**config.mk**
```make
export PLATFORM = sky130hd
export DESIGN_NAME = swerve_module_setpoint_unit
export DESIGN_NICKNAME = d
export VERILOG_FILES = /design/src/hdl/smsp_pkg.sv /design/src/hdl/smsp_cordic.sv /design/src/hdl/smsp_divider.sv /design/src/hdl/swerve_module_setpoint_unit.sv
export SDC_FILE = /design/constraint.sdc
export NUM_CORES = 2
export LEC_CHECK = 0
export BUFFER_PORTS_ARGS = -buffer_cell sky130_fd_sc_hd__buf_2
export CORE_UTILIZATION = 50
export CTS_CLUSTER_SIZE = 24
export DETAILED_ROUTE_END_ITERATION = 6
export PLACE_DENSITY_LB_ADDON = 0.15
export SLEW_MARGIN = 15
export SYNTH_ARGS = -nofsm -noshare
export SYNTH_HDL_FRONTEND = slang
export SYNTH_HIERARCHICAL = 1
export SYNTH_SLANG_ARGS = --single-unit
```
**constraint.sdc**
```tcl
create_clock -name aclk -period 9.65 [get_ports aclk]
set_input_delay 0.4825 -clock aclk [delete_from_list [all_inputs] [get_ports aclk]]
set_output_delay 0.4825 -clock aclk [all_outputs]
set_load 0.005 [all_outputs]
```
**src/hdl/smsp_pkg.sv**
```systemverilog
// Shared types, constants and the arctangent table of the swerve module setpoint block.
package smsp_pkg;

    localparam int VEC_W   = 48;   // CORDIC x/y datapath width
    localparam int ANG_W   = 32;   // CORDIC angle width, 2^32 per turn
    localparam int ATAN_N  = 24;   // entries in the arctangent table
    localparam int ITER_W  = 5;
    localparam int DIV_W   = 32;   // divider dividend / quotient width
    localparam int DSR_W   = 10;   // divider divisor width
    localparam int BASE_W  = 29;   // pre-scale module velocity width

    localparam logic signed [BASE_W-1:0] VEL_SCALE   = 29'sd1000;
    localparam logic [30:0]              INV_GAIN_Q30 = 31'd652032874;

    typedef struct packed {
        logic start;
        logic vectoring;
    } smsp_cordic_cmd_t;

    function automatic logic [ANG_W-1:0] atan_lut(input logic [ITER_W-1:0] idx);
        logic [ANG_W-1:0] v;
        case (idx)
            5'd0:  v = 32'd536870912;
            5'd1:  v = 32'd316933406;
            5'd2:  v = 32'd167458907;
            5'd3:  v = 32'd85007060;
            5'd4:  v = 32'd42667331;
            5'd5:  v = 32'd21354465;
            5'd6:  v = 32'd10679838;
            5'd7:  v = 32'd5340245;
            5'd8:  v = 32'd2670163;
            5'd9:  v = 32'd1335087;
            5'd10: v = 32'd667544;
            5'd11: v = 32'd333772;
            5'd12: v = 32'd166886;
            5'd13: v = 32'd83443;
            5'd14: v = 32'd41722;
            5'd15: v = 32'd20861;
            5'd16: v = 32'd10430;
            5'd17: v = 32'd5215;
            5'd18: v = 32'd2608;
            5'd19: v = 32'd1304;
            5'd20: v = 32'd652;
            5'd21: v = 32'd326;
            5'd22: v = 32'd163;
            5'd23: v = 32'd81;
            default: v = '0;
        endcase
        return v;
    endfunction

endpackage

```
**src/hdl/smsp_cordic.sv**
```systemverilog
// Iterative CORDIC, one micro-rotation per cycle, vectoring or rotation mode.
module smsp_cordic #(
    parameter int CORDIC_STEPS = 16
) (
    input  logic                                aclk,
    input  logic                                aresetn,
    input  smsp_pkg::smsp_cordic_cmd_t          cmd,
    input  logic signed [smsp_pkg::VEC_W-1:0]   x_in,
    input  logic signed [smsp_pkg::VEC_W-1:0]   y_in,
    input  logic        [smsp_pkg::ANG_W-1:0]   z_in,
    output logic                                done,
    output logic signed [smsp_pkg::VEC_W-1:0]   x_out,
    output logic        [smsp_pkg::ANG_W-1:0]   z_out
);

    localparam int NITER = (CORDIC_STEPS < smsp_pkg::ATAN_N) ? CORDIC_STEPS : smsp_pkg::ATAN_N;
    localparam logic [smsp_pkg::ITER_W-1:0] LAST = smsp_pkg::ITER_W'(NITER);

    logic                              busy_reg, done_reg, vec_reg;
    logic [smsp_pkg::ITER_W-1:0]       iter_reg;
    logic signed [smsp_pkg::VEC_W-1:0] x_reg, y_reg;
    logic [smsp_pkg::ANG_W-1:0]        z_reg;

    logic signed [smsp_pkg::VEC_W-1:0] xs, ys;
    logic [smsp_pkg::ANG_W-1:0]        at;
    logic                              stop, pre_flip;
    logic [smsp_pkg::ANG_W-1:0]        rq;

    assign xs = x_reg >>> iter_reg;
    assign ys = y_reg >>> iter_reg;
    assign at = smsp_pkg::atan_lut(iter_reg);
    assign stop = (iter_reg == LAST) || (vec_reg ? (y_reg == '0) : (z_reg == '0));

    // rotation mode: fold angles beyond a quarter turn by negating the vector; vectoring mode negates it when x < 0
    assign rq = z_in + 32'h4000_0000;
    assign pre_flip = cmd.vectoring ? x_in[smsp_pkg::VEC_W-1] : rq[smsp_pkg::ANG_W-1];

    always_ff @(posedge aclk) begin
        if (!aresetn) begin
            busy_reg <= 1'b0;
            done_reg <= 1'b0;
        end else begin
            done_reg <= 1'b0;
            if (cmd.start) begin
                busy_reg <= 1'b1;
                vec_reg  <= cmd.vectoring;
                iter_reg <= '0;
                x_reg    <= pre_flip ? -x_in : x_in;
                y_reg    <= pre_flip ? -y_in : y_in;
                if (cmd.vectoring)
                    z_reg <= pre_flip ? 32'h8000_0000 : '0;
                else
                    z_reg <= pre_flip ? z_in + 32'h8000_0000 : z_in;
            end else if (busy_reg) begin
                if (stop) begin
                    busy_reg <= 1'b0;
                    done_reg <= 1'b1;
                end else begin
                    iter_reg <= iter_reg + 1'b1;
                    if (vec_reg ? !y_reg[smsp_pkg::VEC_W-1]
                                : !z_reg[smsp_pkg::ANG_W-1]) begin
                        if (vec_reg) begin
                            x_reg <= x_reg + ys;
                            y_reg <= y_reg - xs;
                            z_reg <= z_reg + at;
                        end else begin
                            x_reg <= x_reg - ys;
                            y_reg <= y_reg + xs;
                            z_reg <= z_reg - at;
                        end
                    end else begin
                        if (vec_reg) begin
                            x_reg <= x_reg - ys;
                            y_reg <= y_reg + xs;
                            z_reg <= z_reg - at;
                        end else begin
                            x_reg <= x_reg + ys;
                            y_reg <= y_reg - xs;
                            z_reg <= z_reg + at;
                        end
                    end
                end
            end
        end
    end

    assign done  = done_reg;
    assign x_out = x_reg;
    assign z_out = z_reg;

endmodule

```
**src/hdl/smsp_divider.sv**
```systemverilog
// Restoring divider, one quotient bit per cycle.
module smsp_divider (
    input  logic                          aclk,
    input  logic                          aresetn,
    input  logic                          start,
    input  logic [smsp_pkg::DIV_W-1:0]    dividend,
    input  logic [smsp_pkg::DSR_W-1:0]    divisor,
    output logic                          done,
    output logic [smsp_pkg::DIV_W-1:0]    quotient
);

    localparam int CNT_W = $clog2(smsp_pkg::DIV_W);

    logic                          busy_reg, done_reg;
    logic [CNT_W-1:0]              cnt_reg;
    logic [smsp_pkg::DIV_W-1:0]    acc_reg;
    logic [smsp_pkg::DSR_W-1:0]    rem_reg, dsr_reg, rem_next;
    logic [smsp_pkg::DSR_W:0]      rem_sh;
    logic                          ge;

    assign rem_sh   = {rem_reg, acc_reg[smsp_pkg::DIV_W-1]};
    assign ge       = rem_sh >= {1'b0, dsr_reg};
    assign rem_next = ge ? smsp_pkg::DSR_W'(rem_sh - {1'b0, dsr_reg})
                         : rem_sh[smsp_pkg::DSR_W-1:0];

    always_ff @(posedge aclk) begin
        if (!aresetn) begin
            busy_reg <= 1'b0;
            done_reg <= 1'b0;
        end else begin
            done_reg <= 1'b0;
            if (start) begin
                busy_reg <= 1'b1;
                cnt_reg  <= '0;
                acc_reg  <= dividend;
                rem_reg  <= '0;
                dsr_reg  <= divisor;
            end else if (busy_reg) begin
                rem_reg <= rem_next;
                acc_reg <= {acc_reg[smsp_pkg::DIV_W-2:0], ge};
                cnt_reg <= cnt_reg + 1'b1;
                if (cnt_reg == CNT_W'(smsp_pkg::DIV_W - 1)) begin
                    busy_reg <= 1'b0;
                    done_reg <= 1'b1;
                end
            end
        end
    end

    assign done     = done_reg;
    assign quotient = acc_reg;

endmodule

```
**src/hdl/swerve_module_setpoint_unit.sv**
```systemverilog
// Swerve module setpoint: top level sequencer, configuration and result register.
// Each beat runs a vectoring CORDIC pass, a serial ramp division (only on the reduction path),
// a rotation CORDIC pass and a serial wheel speed division, plus the step states between them.
// Throughput: one beat at a time, the next input is taken in the cycle after the result is
// registered, even while that result still waits on m_tready.
// Reset (aresetn low, synchronous) clears the stall counter and restores register defaults.
module swerve_module_setpoint_unit #(
    parameter int CORDIC_STEPS = 16
) (
    input  logic         aclk,
    input  logic         aresetn,
    // cmd_vel_x[15:0] cmd_vel_y[31:16] cmd_omega[47:32] pivot_angle[63:48]
    // pivot_effort[79:64] wheel_speed[103:80] power_buffer[119:104]
    input  logic [119:0] s_tdata,
    input  logic         s_tvalid,
    output logic         s_tready,
    // pivot_error[15:0] wheel_speed_error[40:16] target_heading[56:41]
    // flipped[57] reduced[58] ramp_count[68:59]
    output logic [71:0]  m_tdata,
    output logic         m_tvalid,
    input  logic         m_tready,
    input  logic         cfg_valid,
    output logic         cfg_ready,
    input  logic [2:0]   cfg_index,
    input  logic [15:0]  cfg_data
);

    localparam logic [2:0] REG_POS_X = 3'd0, REG_POS_Y = 3'd1, REG_OFFSET = 3'd2,
                           REG_RADIUS = 3'd3, REG_BUF_TH = 3'd4, REG_EFF_LIM = 3'd5,
                           REG_ANG_LIM = 3'd6, REG_RAMP = 3'd7;

    localparam logic [4:0] ST_IDLE = 5'd0, ST_MULX = 5'd1, ST_MULY = 5'd2,
                           ST_VEC_GO = 5'd3, ST_VEC_WAIT = 5'd4, ST_HEAD = 5'd5,
                           ST_RMUL = 5'd6, ST_RDIV_GO = 5'd7, ST_RDIV_WAIT = 5'd8,
                           ST_RFIN = 5'd9, ST_ROT_GO = 5'd10, ST_ROT_WAIT = 5'd11,
                           ST_GMUL = 5'd12, ST_SPREP = 5'd13, ST_SDIV_GO = 5'd14,
                           ST_SDIV_WAIT = 5'd15, ST_FIN = 5'd16;

    logic [4:0] state_reg, state_next;

    // configuration
    logic signed [11:0] pos_x_reg, pos_y_reg;
    logic [15:0] offset_reg, buf_th_reg;
    logic [9:0]  radius_reg, ramp_reg;
    logic [14:0] eff_lim_reg, ang_lim_reg;

    // captured input
    logic signed [15:0] vx_reg, vy_reg, w_reg, effort_reg;
    logic [15:0]        pivot_reg, buffer_reg;
    logic signed [23:0] wspeed_reg;

    logic signed [smsp_pkg::BASE_W-1:0] xb_reg, yb_reg;
    logic [15:0]        target_reg, abs_err_reg;
    logic signed [15:0] err_reg, perr_reg;
    logic               flip_reg, red_reg, full_reg;
    logic [9:0]         stall_reg;
    logic [smsp_pkg::DIV_W-1:0] dvd_reg;
    logic signed [63:0] gprod_reg;
    logic               sneg_reg;

    logic [71:0] out_reg;
    logic        m_tvalid_reg;

    // ---------------- sub-units ----------------
    smsp_pkg::smsp_cordic_cmd_t cmd;
    logic                               c_done;
    logic signed [smsp_pkg::VEC_W-1:0]  c_x, c_xin, c_yin;
    logic [smsp_pkg::ANG_W-1:0]         c_z, c_zin;

    assign cmd = '{start: (state_reg == ST_VEC_GO) || (state_reg == ST_ROT_GO),
                   vectoring: (state_reg == ST_VEC_GO)};
    assign c_xin = {{3{xb_reg[smsp_pkg::BASE_W-1]}}, xb_reg, 16'd0};
    assign c_yin = {{3{yb_reg[smsp_pkg::BASE_W-1]}}, yb_reg, 16'd0};
    assign c_zin = {offset_reg - pivot_reg, 16'd0};

    smsp_cordic #(.CORDIC_STEPS(CORDIC_STEPS)) u_cordic (
        .aclk(aclk), .aresetn(aresetn), .cmd(cmd),
        .x_in(c_xin), .y_in(c_yin), .z_in(c_zin),
        .done(c_done), .x_out(c_x), .z_out(c_z)
    );

    logic [9:0] steps_eff, radius_eff;
    assign steps_eff  = (ramp_reg == '0) ? 10'd1 : ramp_reg;
    assign radius_eff = (radius_reg == '0) ? 10'd1 : radius_reg;

    logic                       d_start, d_done;
    logic [smsp_pkg::DSR_W-1:0] d_dsr;
    logic [smsp_pkg::DIV_W-1:0] d_q;
    assign d_start = (state_reg == ST_RDIV_GO) || (state_reg == ST_SDIV_GO);
    assign d_dsr   = (state_reg == ST_RDIV_GO) ? steps_eff : radius_eff;

    smsp_divider u_div (
        .aclk(aclk), .aresetn(aresetn), .start(d_start),
        .dividend(dvd_reg), .divisor(d_dsr), .done(d_done), .quotient(d_q)
    );

    // ---------------- datapath ----------------
    logic signed [smsp_pkg::BASE_W-1:0] mul_k, mul_w;
    logic signed [15:0] mul_v;
    logic signed [11:0] mul_p;
    assign mul_v = (state_reg == ST_MULX) ? vx_reg : vy_reg;
    assign mul_p = (state_reg == ST_MULX) ? pos_y_reg : pos_x_reg;
    assign mul_k = smsp_pkg::BASE_W'(mul_v) * smsp_pkg::VEL_SCALE;
    assign mul_w = smsp_pkg::BASE_W'(w_reg) * smsp_pkg::BASE_W'(mul_p);

    // heading, flip choice and stall detection
    logic [15:0] heading, ha, hb, hflip;
    logic [16:0] abs_a, abs_b, abs_e, abs_eff;
    logic        flip, blocked, red;
    logic [10:0] inc;
    logic [9:0]  n_cnt;
    assign heading = c_z[31:16] + {15'd0, c_z[15]} + offset_reg;
    assign ha      = heading - pivot_reg;
    assign hb      = ha + 16'h8000;
    assign hflip   = heading + 16'h8000;
    assign abs_a   = ha[15] ? 17'(-{1'b1, ha}) : {1'b0, ha};
    assign abs_b   = hb[15] ? 17'(-{1'b1, hb}) : {1'b0, hb};
    assign flip    = !(abs_a < abs_b);
    assign abs_e   = flip ? abs_b : abs_a;
    assign abs_eff = effort_reg[15] ? 17'(-{1'b1, effort_reg}) : {1'b0, effort_reg};
    assign blocked = (abs_eff > {2'b0, eff_lim_reg}) && (abs_e > {2'b0, ang_lim_reg});
    assign red     = !((buffer_reg > buf_th_reg) && !blocked);
    assign inc     = {1'b0, stall_reg} + 11'd1;
    assign n_cnt   = (inc > {1'b0, steps_eff}) ? steps_eff : inc[9:0];

    // wheel setpoint rounding and saturation
    logic [63:0] gmag, gsum;
    logic signed [24:0] sp, wse;
    logic [15:0] qe;
    assign gmag = gprod_reg[63] ? 64'(-gprod_reg) : 64'(gprod_reg);
    assign gsum = gmag + {25'd0, radius_eff, 29'd0};
    always_comb begin
        if (!sneg_reg)
            sp = (d_q > 32'd8388607) ? 25'sd8388607 : 25'(d_q);
        else
            sp = (d_q > 32'd8388608) ? -25'sd8388608 : 25'(-d_q);
    end
    assign wse = sp - 25'(wspeed_reg);
    assign qe  = d_q[15:0];

    always_comb begin
        state_next = state_reg;
        case (state_reg)
            ST_IDLE:      if (s_tvalid) state_next = ST_MULX;
            ST_MULX:      state_next = ST_MULY;
            ST_MULY:      state_next = ST_VEC_GO;
            ST_VEC_GO:    state_next = ST_VEC_WAIT;
            ST_VEC_WAIT:  if (c_done) state_next = ST_HEAD;
            ST_HEAD:      state_next = ST_RMUL;
            ST_RMUL:      state_next = (red_reg && !full_reg) ? ST_RDIV_GO : ST_ROT_GO;
            ST_RDIV_GO:   state_next = ST_RDIV_WAIT;
            ST_RDIV_WAIT: if (d_done) state_next = ST_RFIN;
            ST_RFIN:      state_next = ST_ROT_GO;
            ST_ROT_GO:    state_next = ST_ROT_WAIT;
            ST_ROT_WAIT:  if (c_done) state_next = ST_GMUL;
            ST_GMUL:      state_next = ST_SPREP;
            ST_SPREP:     state_next = ST_SDIV_GO;
            ST_SDIV_GO:   state_next = ST_SDIV_WAIT;
            ST_SDIV_WAIT: if (d_done) state_next = ST_FIN;
            ST_FIN:       if (!m_tvalid_reg || m_tready) state_next = ST_IDLE;
            default:      state_next = ST_IDLE;
        endcase
    end

    always_ff @(posedge aclk) begin
        if (!aresetn) begin
            state_reg    <= ST_IDLE;
            m_tvalid_reg <= 1'b0;
            stall_reg    <= '0;
            pos_x_reg    <= '0;
            pos_y_reg    <= '0;
            offset_reg   <= '0;
            radius_reg   <= 10'd49;
            buf_th_reg   <= 16'd10;
            eff_lim_reg  <= 15'd900;
            ang_lim_reg  <= 15'd1043;
            ramp_reg     <= 10'd100;
        end else begin
            state_reg <= state_next;
            if (cfg_valid) begin
                case (cfg_index)
                    REG_POS_X:   pos_x_reg   <= cfg_data[11:0];
                    REG_POS_Y:   pos_y_reg   <= cfg_data[11:0];
                    REG_OFFSET:  offset_reg  <= cfg_data;
                    REG_RADIUS:  radius_reg  <= cfg_data[9:0];
                    REG_BUF_TH:  buf_th_reg  <= cfg_data;
                    REG_EFF_LIM: eff_lim_reg <= cfg_data[14:0];
                    REG_ANG_LIM: ang_lim_reg <= cfg_data[14:0];
                    REG_RAMP:    ramp_reg    <= cfg_data[9:0];
                    default: ;
                endcase
            end
            if (state_reg == ST_HEAD)
                stall_reg <= red ? n_cnt : 10'd0;
            if (state_reg == ST_FIN && (!m_tvalid_reg || m_tready))
                m_tvalid_reg <= 1'b1;
            else if (m_tready)
                m_tvalid_reg <= 1'b0;
        end
    end

    always_ff @(posedge aclk) begin
        case (state_reg)
            ST_IDLE: begin
                vx_reg     <= s_tdata[15:0];
                vy_reg     <= s_tdata[31:16];
                w_reg      <= s_tdata[47:32];
                pivot_reg  <= s_tdata[63:48];
                effort_reg <= s_tdata[79:64];
                wspeed_reg <= s_tdata[103:80];
                buffer_reg <= s_tdata[119:104];
            end
            ST_MULX: xb_reg <= mul_k - mul_w;
            ST_MULY: yb_reg <= mul_k + mul_w;
            ST_HEAD: begin
                target_reg  <= flip ? hflip : heading;
                flip_reg    <= flip;
                err_reg     <= flip ? hb : ha;
                abs_err_reg <= abs_e[15:0];
                red_reg     <= red;
                full_reg    <= (n_cnt >= steps_eff);
                perr_reg    <= red ? 16'sd0 : (flip ? hb : ha);
            end
            ST_RMUL: dvd_reg <= 32'(abs_err_reg) * 32'(stall_reg) + 32'(steps_eff >> 1);
            ST_RFIN: perr_reg <= err_reg[15] ? err_reg + qe : err_reg - qe;
            ST_GMUL: gprod_reg <= 64'($signed(c_x[47:16]))
                                  * 64'($signed({1'b0, smsp_pkg::INV_GAIN_Q30}));
            ST_SPREP: begin
                dvd_reg  <= gsum[61:30];
                sneg_reg <= gprod_reg[63];
            end
            ST_FIN:
                if (!m_tvalid_reg || m_tready)
                    out_reg <= {3'b0, stall_reg, red_reg, flip_reg, target_reg, wse, perr_reg};
            default: ;
        endcase
    end

    assign s_tready  = (state_reg == ST_IDLE);
    assign cfg_ready = 1'b1;
    assign m_tvalid  = m_tvalid_reg;
    assign m_tdata   = out_reg;

    a_busy_after_accept: assert property (@(posedge aclk) disable iff (!aresetn)
        (s_tvalid && s_tready) |=> !s_tready)
        else $error("input accepted twice in a row");
    a_normal_clears_count: assert property (@(posedge aclk) disable iff (!aresetn)
        (m_tvalid && !m_tdata[58]) |-> (m_tdata[68:59] == 10'd0))
        else $error("stall count nonzero on normal path");
    a_valid_from_fin: assert property (@(posedge aclk) disable iff (!aresetn)
        $rose(m_tvalid) |-> ($past(state_reg) == ST_FIN))
        else $error("result raised outside final state");
    a_flip_target: assert property (@(posedge aclk) disable iff (!aresetn)
        (state_reg == ST_RMUL && !red_reg) |-> (perr_reg == err_reg))
        else $error("normal path error altered");

endmodule

```
### After elaboration in Yosys (flattened, before gate mapping)

Memories as Yosys holds them, arrays and structs flattened. A register that Yosys moved wholly into a read port is not among the register bits.
Index checks and enable logic that the tools add are counted.

* register bits: 726
* memory bits (read-only): 960
* logic and storage cells: 243
* memories kept: 1

Memory list
* (name not given): words 32, width 30, rd ports 1, clocked after Yosys merged registers in 1, wr ports 0, line smsp_pkg.sv:22 `case (idx)`

* add/subtract/negate cells: 32
* $mul: 4
* magnitude comparators: 9
* equal/unequal tests: 32
* shift-type cells: 2
* multiplexer cells: 74
* bitwise gates (word level): 3
* reduce and logical (&&, ||, !) cells: 42

Operator list (count)
* $mux W48: 14
* $mux W32: 11
* $add A48 B48 Y48: 2
* $neg A45 Y48: 2
* $sshr A48 B5 Y48: 2
* $sub A48 B48 Y48: 2
* $pmux W5 S17: 1
* $mux W16: 5
* $mux W25: 3
* $mux W10: 7
* $mux W17: 4
* $pmux W32 S2: 1
* $add A62 B39 Y62: 1
* $mul A32 B30 Y62 const B: 1
* $mux W62: 1
* $neg A62 Y62: 1
* $mux W5: 11
* $neg A17 Y17: 3
* $logic_not A48 Y1: 1
* $sub A16 B16 Y16: 3
* $eq A5 B4 Y1 const B: 8
* $gt A17 B15 Y1: 2
* $add A16 B16 Y16: 2
* $add A16 B16 Y16 const B: 2
* other kinds (49): 108

### Logic depth before layout (Yosys ltp)

* depth after elaboration: 14
* depth in mapped cells: 50
* gate-level depth less buffers: 48

### Cells and area by module

Netlist, hierarchy kept.

Modules (own cells, without submodules)
* swerve_module_setpoint_unit: times used 1, cells each 6398, area an instance 63258.2 um^2
* smsp_cordic: times used 1, cells each 3857, area an instance 28840.2 um^2
* smsp_divider: times used 1, cells each 209, area an instance 2927.8 um^2

### Worst setup path after synthesis

OpenSTA, ideal clock, no wires.

* path type: register -> register
* start point: register u_cordic.z_reg (netlist bit u_cordic/z_out[15])
* end point: register perr_reg[0], data pin
* data arrival time: 9180 ps
* slack: 301 ps
* stages on the path, launching flop included: 47
* path buffers: 3
* clock period less this slack: 9349 ps
* path through: edfxtp_1 fa_1 inv_1 fa_1 nor2b_1 o21ai_0 a21boi_0 o21ai_0 a21boi_0 o21ai_0 a21boi_0 o21ai_0 nor2b_1 xnor2_1 ha_1 nand4_1 or4_1 a31oi_1 [... 11 more ...] a211o_1 a2111oi_0 o21ai_0 o21ba_2 a21oi_4 buf_6 mux2i_1 ha_1 a21o_1 a21o_1 a21oi_1 o21ai_0 o21a_1 o21a_1 o21ai_1 o311ai_2 buf_2 o31ai_1

* cells in the longest elaborated chain, start to end: 14
* elaborated cells between the ends (all ways): 17
* classes of those cells: add/sub: 6; order compare: 2; mux: 6; reduce/logical: 3

RTL lines
* start: declaration: line smsp_cordic.sv:22 `logic [smsp_pkg::ANG_W-1:0] z_reg;`
* start signal: assignment: line smsp_cordic.sv:51 `z_reg <= pre_flip ? 32'h8000_0000 : '0;`
* start signal: assignment: line smsp_cordic.sv:53 `z_reg <= pre_flip ? z_in + 32'h8000_0000 : z_in;`
* start signal: assignment: line smsp_cordic.sv:65 `z_reg <= z_reg + at;`
* $add A16 B1 Y16 *: line swerve_module_setpoint_unit.sv:112 `assign heading = c_z[31:16] + {15'd0, c_z[15]} + offset_reg;`
* $add A16 B16 Y16 *: line swerve_module_setpoint_unit.sv:112
* net heading[10]: line swerve_module_setpoint_unit.sv:107 `logic [15:0] heading, ha, hb, hflip;`
* $sub A16 B16 Y16 *: line swerve_module_setpoint_unit.sv:113 `assign ha = heading - pivot_reg;`
* $add A16 B16 Y16: line swerve_module_setpoint_unit.sv:114 `assign hb = ha + 16'h8000;`
* $neg A17 Y17: line swerve_module_setpoint_unit.sv:117 `assign abs_b = hb[15] ? 17'(-{1'b1, hb}) : {1'b0, hb};`
* $mux W17: line swerve_module_setpoint_unit.sv:117
* $lt A17 B17 Y1: line swerve_module_setpoint_unit.sv:118 `assign flip = !(abs_a < abs_b);`
* $mux W17 *: line swerve_module_setpoint_unit.sv:119 `assign abs_e = flip ? abs_b : abs_a;`
* net abs_e[10]: line swerve_module_setpoint_unit.sv:108 `logic [16:0] abs_a, abs_b, abs_e, abs_eff;`
* $gt A17 B15 Y1 *: line swerve_module_setpoint_unit.sv:121 `assign blocked = (abs_eff > {2'b0, eff_lim_reg}) && (abs_e > {2'b0, ang_lim_reg});`
* $logic_and A1 B1 Y1 *: line swerve_module_setpoint_unit.sv:121
* $logic_not A1 Y1 *: line swerve_module_setpoint_unit.sv:122 `assign red = !((buffer_reg > buf_th_reg) && !blocked);`
* $logic_and A1 B1 Y1 *: line swerve_module_setpoint_unit.sv:122
* $mux W16 *: line swerve_module_setpoint_unit.sv:222 `perr_reg <= red ? 16'sd0 : (flip ? hb : ha);`
* $pmux W16 S2 *: line swerve_module_setpoint_unit.sv:203 `case (state_reg)`
* end signal: assignment: line swerve_module_setpoint_unit.sv:222
* end signal: assignment: line swerve_module_setpoint_unit.sv:225 `ST_RFIN: perr_reg <= err_reg[15] ? err_reg + qe : err_reg - qe;`
* end: declaration: line swerve_module_setpoint_unit.sv:54 `logic signed [15:0] err_reg, perr_reg;`

The timed path passes the listed nets; every way through them passes the cells marked *.
A chain may end at the register's enable or synchronous reset.

### Worst setup path after layout

* start point: register u_cordic.z_reg (netlist bit u_cordic/z_out[15])
* end point: register perr_reg[10], data pin

Same word-level chain as after synthesis.

==> metrics.txt <==
# TYPE chip_impl_metric gauge
chip_impl_info{name="result_of_the_run",value="complete, but fails checks"} 1
chip_impl_info{name="failed_checks",value="DRC"} 1
chip_impl_info{name="worstHoldPathType",value="input pin to flop"} 1
chip_impl_metric{name="maxSlewViolCount",unit=""} 0
chip_impl_metric{name="synth_enable_flop_cells",unit=""} 599
chip_impl_info{name="critPathLaunchType",value="flop"} 1
chip_impl_metric{name="synth_sequential_area_ratio",unit="%"} 22.22
chip_impl_metric{name="fmax",unit="MHz"} 109.7
chip_impl_metric{name="avgRoutedWirePerCell",unit="µm"} 22.04
chip_impl_info{name="endpoint_kind",value="flop"} 1
chip_impl_metric{name="gr-total-overflow",unit=""} 0
chip_impl_info{name="synthFlopType",value="sky130_fd_sc_hd__edfxtp_1"} 1
chip_impl_info{name="critical_path.top_delay_family",value="compound AO/OA/AOI/OAI gates"} 1
chip_impl_metric{name="netlist.area_leader.share",unit="%"} 18.93
chip_impl_metric{name="core.rowCount",unit=""} 159
chip_impl_metric{name="grt_pass1_wl",unit="mm"} 450.0
chip_impl_metric{name="first_pass_iters",unit=""} 7
chip_impl_metric{name="hold_violations",unit=""} 0
chip_impl_metric{name="drv_cap",unit=""} 0
chip_impl_metric{name="worst_pin_slew",unit="ns"} 1.229
chip_impl_metric{name="final.setup.worst_slack",unit="ns"} 0.5374
chip_impl_metric{name="fp.dieArea",unit="mm²"} 0.1918
chip_impl_info{name="yosys-top-cells-area",value="sky130_fd_sc_hd__edfxtp_1, sky130_fd_sc_hd__fa_1, sky130_fd_sc_hd__ha_1, sky130_fd_sc_hd__inv_1, sky130_fd_sc_hd__nand2_1"} 1
chip_impl_metric{name="path_max_fanout",unit=""} 6
chip_impl_metric{name="worst-path-buf-inv",unit=""} 3
chip_impl_metric{name="clk-insertion-delay-late",unit="ns"} 0.78
chip_impl_metric{name="drt_iter0_markers",unit=""} 6522
chip_impl_info{name="cts_tree",value="yes"} 1
chip_impl_metric{name="cts.htree.levels",unit=""} 3
chip_impl_metric{name="finalSetupTns",unit="ns"} 0
chip_impl_metric{name="first_global_vias",unit=""} 76030
chip_impl_metric{name="fp.dieH",unit="µm"} 438.0
chip_impl_metric{name="top_level_ports",unit=""} 219
chip_impl_metric{name="grtUsageMet1",unit="%"} 39.82
chip_impl_metric{name="critical_path.max_stage_delay",unit="ns"} 0.43
chip_impl_metric{name="worstPathRequired",unit="ns"} 10.24
chip_impl_metric{name="ys_types",unit=""} 124
chip_impl_metric{name="cts.path.max_buffers",unit=""} 3
chip_impl_metric{name="grt_util_met2",unit="%"} 51.70
chip_impl_metric{name="starting_density",unit="%"} 50.49
chip_impl_metric{name="grt_use_met3",unit="%"} 3.920
chip_impl_metric{name="drive_gt1_share",unit="%"} 8.890
chip_impl_metric{name="finalSetupViolations",unit=""} 0
chip_impl_metric{name="yosys_warnings",unit=""} 6
chip_impl_metric{name="clkSinkCount",unit=""} 755
chip_impl_metric{name="dp_hpwl",unit="mm"} 240.2
chip_impl_metric{name="reg2reg_setup_slack",unit="ns"} 0.54
chip_impl_metric{name="layout_worst_path_cycle_share",unit="%"} 94.43
chip_impl_metric{name="gpl.final_weighted_congestion",unit=""} 0.9665
chip_impl_info{name="ws_path_type",value="flop to flop"} 1
chip_impl_metric{name="post_synth_instance_area",unit="mm²"} 0.09503
chip_impl_metric{name="fp.dieW",unit="µm"} 438.0
chip_impl_metric{name="drt-total-wl",unit="mm"} 294.8
chip_impl_metric{name="area_overhead_of_the_layout_relative_to_synthesis",unit="%"} 9.638
chip_impl_metric{name="drc",unit=""} 44
chip_impl_metric{name="ant_nets",unit=""} 0
chip_impl_metric{name="detail_route.vias_per_cell",unit=""} 5.730
chip_impl_metric{name="grt_start_max_net_pins",unit=""} 100
chip_impl_info{name="timing.critical_path.slowest_stage_cell",value="sky130_fd_sc_hd__fa_1"} 1
chip_impl_metric{name="vias",unit=""} 76620
chip_impl_metric{name="synth_cells",unit=""} 10460
chip_impl_metric{name="clkSlewWorstSetupHoldPaths",unit="ns"} 0.06
chip_impl_metric{name="cp_data_arrival_time",unit="ns"} 9.70
chip_impl_metric{name="synth.ff_latch_count",unit=""} 755
chip_impl_metric{name="antenna_violations_before_repair",unit=""} 21
chip_impl_metric{name="asyncSetResetFlopFracSynth",unit="%"} 0
chip_impl_metric{name="syn_area_per_cell",unit="µm²"} 9.081
chip_impl_metric{name="fin_nets",unit=""} 12800
chip_impl_metric{name="design.core.area",unit="mm²"} 0.1882
chip_impl_info{name="grt-busiest-layer",value="met2"} 1
chip_impl_info{name="root_cell_of_the_clock_tree",value="sky130_fd_sc_hd__clkbuf_16"} 1
chip_impl_metric{name="slew_headroom",unit="%"} 17.31
chip_impl_metric{name="timing.clock.skew",unit="ns"} 0.05171
chip_impl_metric{name="io_buffer_count",unit=""} 214
chip_impl_metric{name="largest_register_ff_count",unit=""} 69
chip_impl_metric{name="grt_usage",unit="%"} 30.37
chip_impl_metric{name="cts-buffers-inserted",unit=""} 92
chip_impl_metric{name="finalWorstPathRequiredPeriod",unit="ns"} 9.113
chip_impl_metric{name="pre_cts_slack",unit="ns"} -0.2656
chip_impl_info{name="post-synth-top-area-cell",value="sky130_fd_sc_hd__edfxtp_1"} 1
## path summary, 6_finish.rpt
| kind | from | endpoint | cells after the start |
|---|---|---|---|
| worst max-delay path | u_cordic/z_out[15]$_DFFE_PN_ | perr_reg[10]$_DFFE_PP_ | 41 |
| worst min-delay path | cfg_data[15] | offset_reg[15]$_SDFFE_PN0P_ | 3 |
| worst max register to register | u_cordic/z_out[15]$_DFFE_PN_ | perr_reg[10]$_DFFE_PP_ | 41 |
| worst min register to register | target_reg[10]$_DFFE_PP_ | m_tdata[51]$_DFFE_PP_ | 0 |
## worst min-delay path: stages
cell                       delay (ns)
sky130_fd_sc_hd__buf_2           0.15
sky130_fd_sc_hd__nand2_1         0.07
sky130_fd_sc_hd__a21boi_0        0.06
## routing by layer
metal	wire length [µm]	share of wire [%]	vias to the layer above
met5	0	0	-
met4	10000	3.4	0
met3	16610	5.6	443
met2	143300	49	2375
met1	124800	42	37710
li1	-	-	36090
## synth_stat cells, types with 15 or more instances
cell	n
sky130_fd_sc_hd__a211o_1	16
sky130_fd_sc_hd__a211oi_1	65
sky130_fd_sc_hd__a21boi_0	117
sky130_fd_sc_hd__a21o_1	168
sky130_fd_sc_hd__a21oi_1	630
sky130_fd_sc_hd__a311oi_1	17
sky130_fd_sc_hd__a31oi_1	69
sky130_fd_sc_hd__and2_1	99
sky130_fd_sc_hd__and3_1	57
sky130_fd_sc_hd__buf_1	59
sky130_fd_sc_hd__buf_2	39
sky130_fd_sc_hd__buf_4	16
sky130_fd_sc_hd__clkbuf_1	315
sky130_fd_sc_hd__dfxtp_1	156
sky130_fd_sc_hd__edfxtp_1	599
sky130_fd_sc_hd__fa_1	868
sky130_fd_sc_hd__ha_1	996
sky130_fd_sc_hd__inv_1	1472
sky130_fd_sc_hd__mux2_2	156
sky130_fd_sc_hd__mux2i_1	143
sky130_fd_sc_hd__mux4_2	59
sky130_fd_sc_hd__nand2_1	1075
sky130_fd_sc_hd__nand2b_1	88
sky130_fd_sc_hd__nand3_1	159
sky130_fd_sc_hd__nand3b_1	15
sky130_fd_sc_hd__nand4_1	53
sky130_fd_sc_hd__nor2_1	611
sky130_fd_sc_hd__nor2b_1	141
sky130_fd_sc_hd__nor3_1	180
sky130_fd_sc_hd__nor3b_1	17
sky130_fd_sc_hd__nor4_1	88
sky130_fd_sc_hd__o211ai_1	55
sky130_fd_sc_hd__o21a_1	102
sky130_fd_sc_hd__o21ai_0	521
sky130_fd_sc_hd__o21ai_1	22
sky130_fd_sc_hd__o21bai_1	91
sky130_fd_sc_hd__o22ai_1	37
sky130_fd_sc_hd__o311ai_0	17
sky130_fd_sc_hd__o31ai_1	62
sky130_fd_sc_hd__o41ai_1	26
sky130_fd_sc_hd__or2_2	45
sky130_fd_sc_hd__or3_1	47
sky130_fd_sc_hd__or4_1	24
sky130_fd_sc_hd__xnor2_1	408
sky130_fd_sc_hd__xor2_1	185
## layout by cell type (no fill, tap or decap), drive strengths merged, types with 121 or more instances in the layout
| cell type | count |
|---|---|
| conb | 133 |
| mux2 | 156 |
| nor3 | 186 |
| a21oi | 635 |
| nor2 | 616 |
| dfxtp | 156 |
| a21o | 168 |
| nand3 | 161 |
| xnor2 | 408 |
| mux2i | 145 |
| inv | 1487 |
| nand2 | 1079 |
| edfxtp | 599 |
| a21boi | 127 |
| xor2 | 185 |
| nor2b | 141 |
| ha | 996 |
| buf | 411 |
| dlygate4sd3 | 121 |
| fa | 868 |
| o21ai | 544 |
## through the flow
step | instances | util, % | cell area, µm² | hold slack (ns)
3_5_place_dp | 13060 | 52.89 | 99540 | 0.4056
4_1_cts | 13360 | 55.25 | 104000 | 0.01077
2_1_floorplan | 10600 | - | 95520 | 0.4003
3_3_place_gp | 13060 | 52.89 | 99540 | 0.4022
6_report | 13370 | 55.36 | 104200 | 0.06527
5_1_grt | 13370 | 55.36 | 104200 | 0.04641
## final cells by class
| cell class | instances | area, µm² |
|---|---|---|
| diodes | 11 | 27.53 |
| clock buffers | 107 | 2430 |
| clock inverters | 66 | 769.5 |
| fillers | 17240 | 84010 |
| inverters | 1480 | 5562 |
| multi-input cells | 7926 | 67350 |
| flip-flops and latches | 755 | 21110 |
| well taps | 2495 | 3122 |
| repair buffers | 532 | 3816 |
## what timing repair did
action                                  in CTS  in global routing
setup buffers                                1                  3
endpoints found under the setup margin      27                 30
hold buffers                               121                  0
pin swaps                                    1                  4
hold endpoints to repair                   123                  0
resized for setup                            9                 34
gates cloned                                 0                  0
## kinds of logic after synthesis
group	after synthesis	share of synthesized area (%)
simple gates	2772	13.70
fa+ha+maj	1864	31.40
mux	360	4.791
flops	755	22.22
xor+xnor	593	5.466
compound gates	2204	14.73
buf+inv	1914	7.695
other cells	2	0.007903
Power is left out: the tool's default activity adds up to more than one toggle a clock period on the data nets, which glitch-free logic cannot reach.
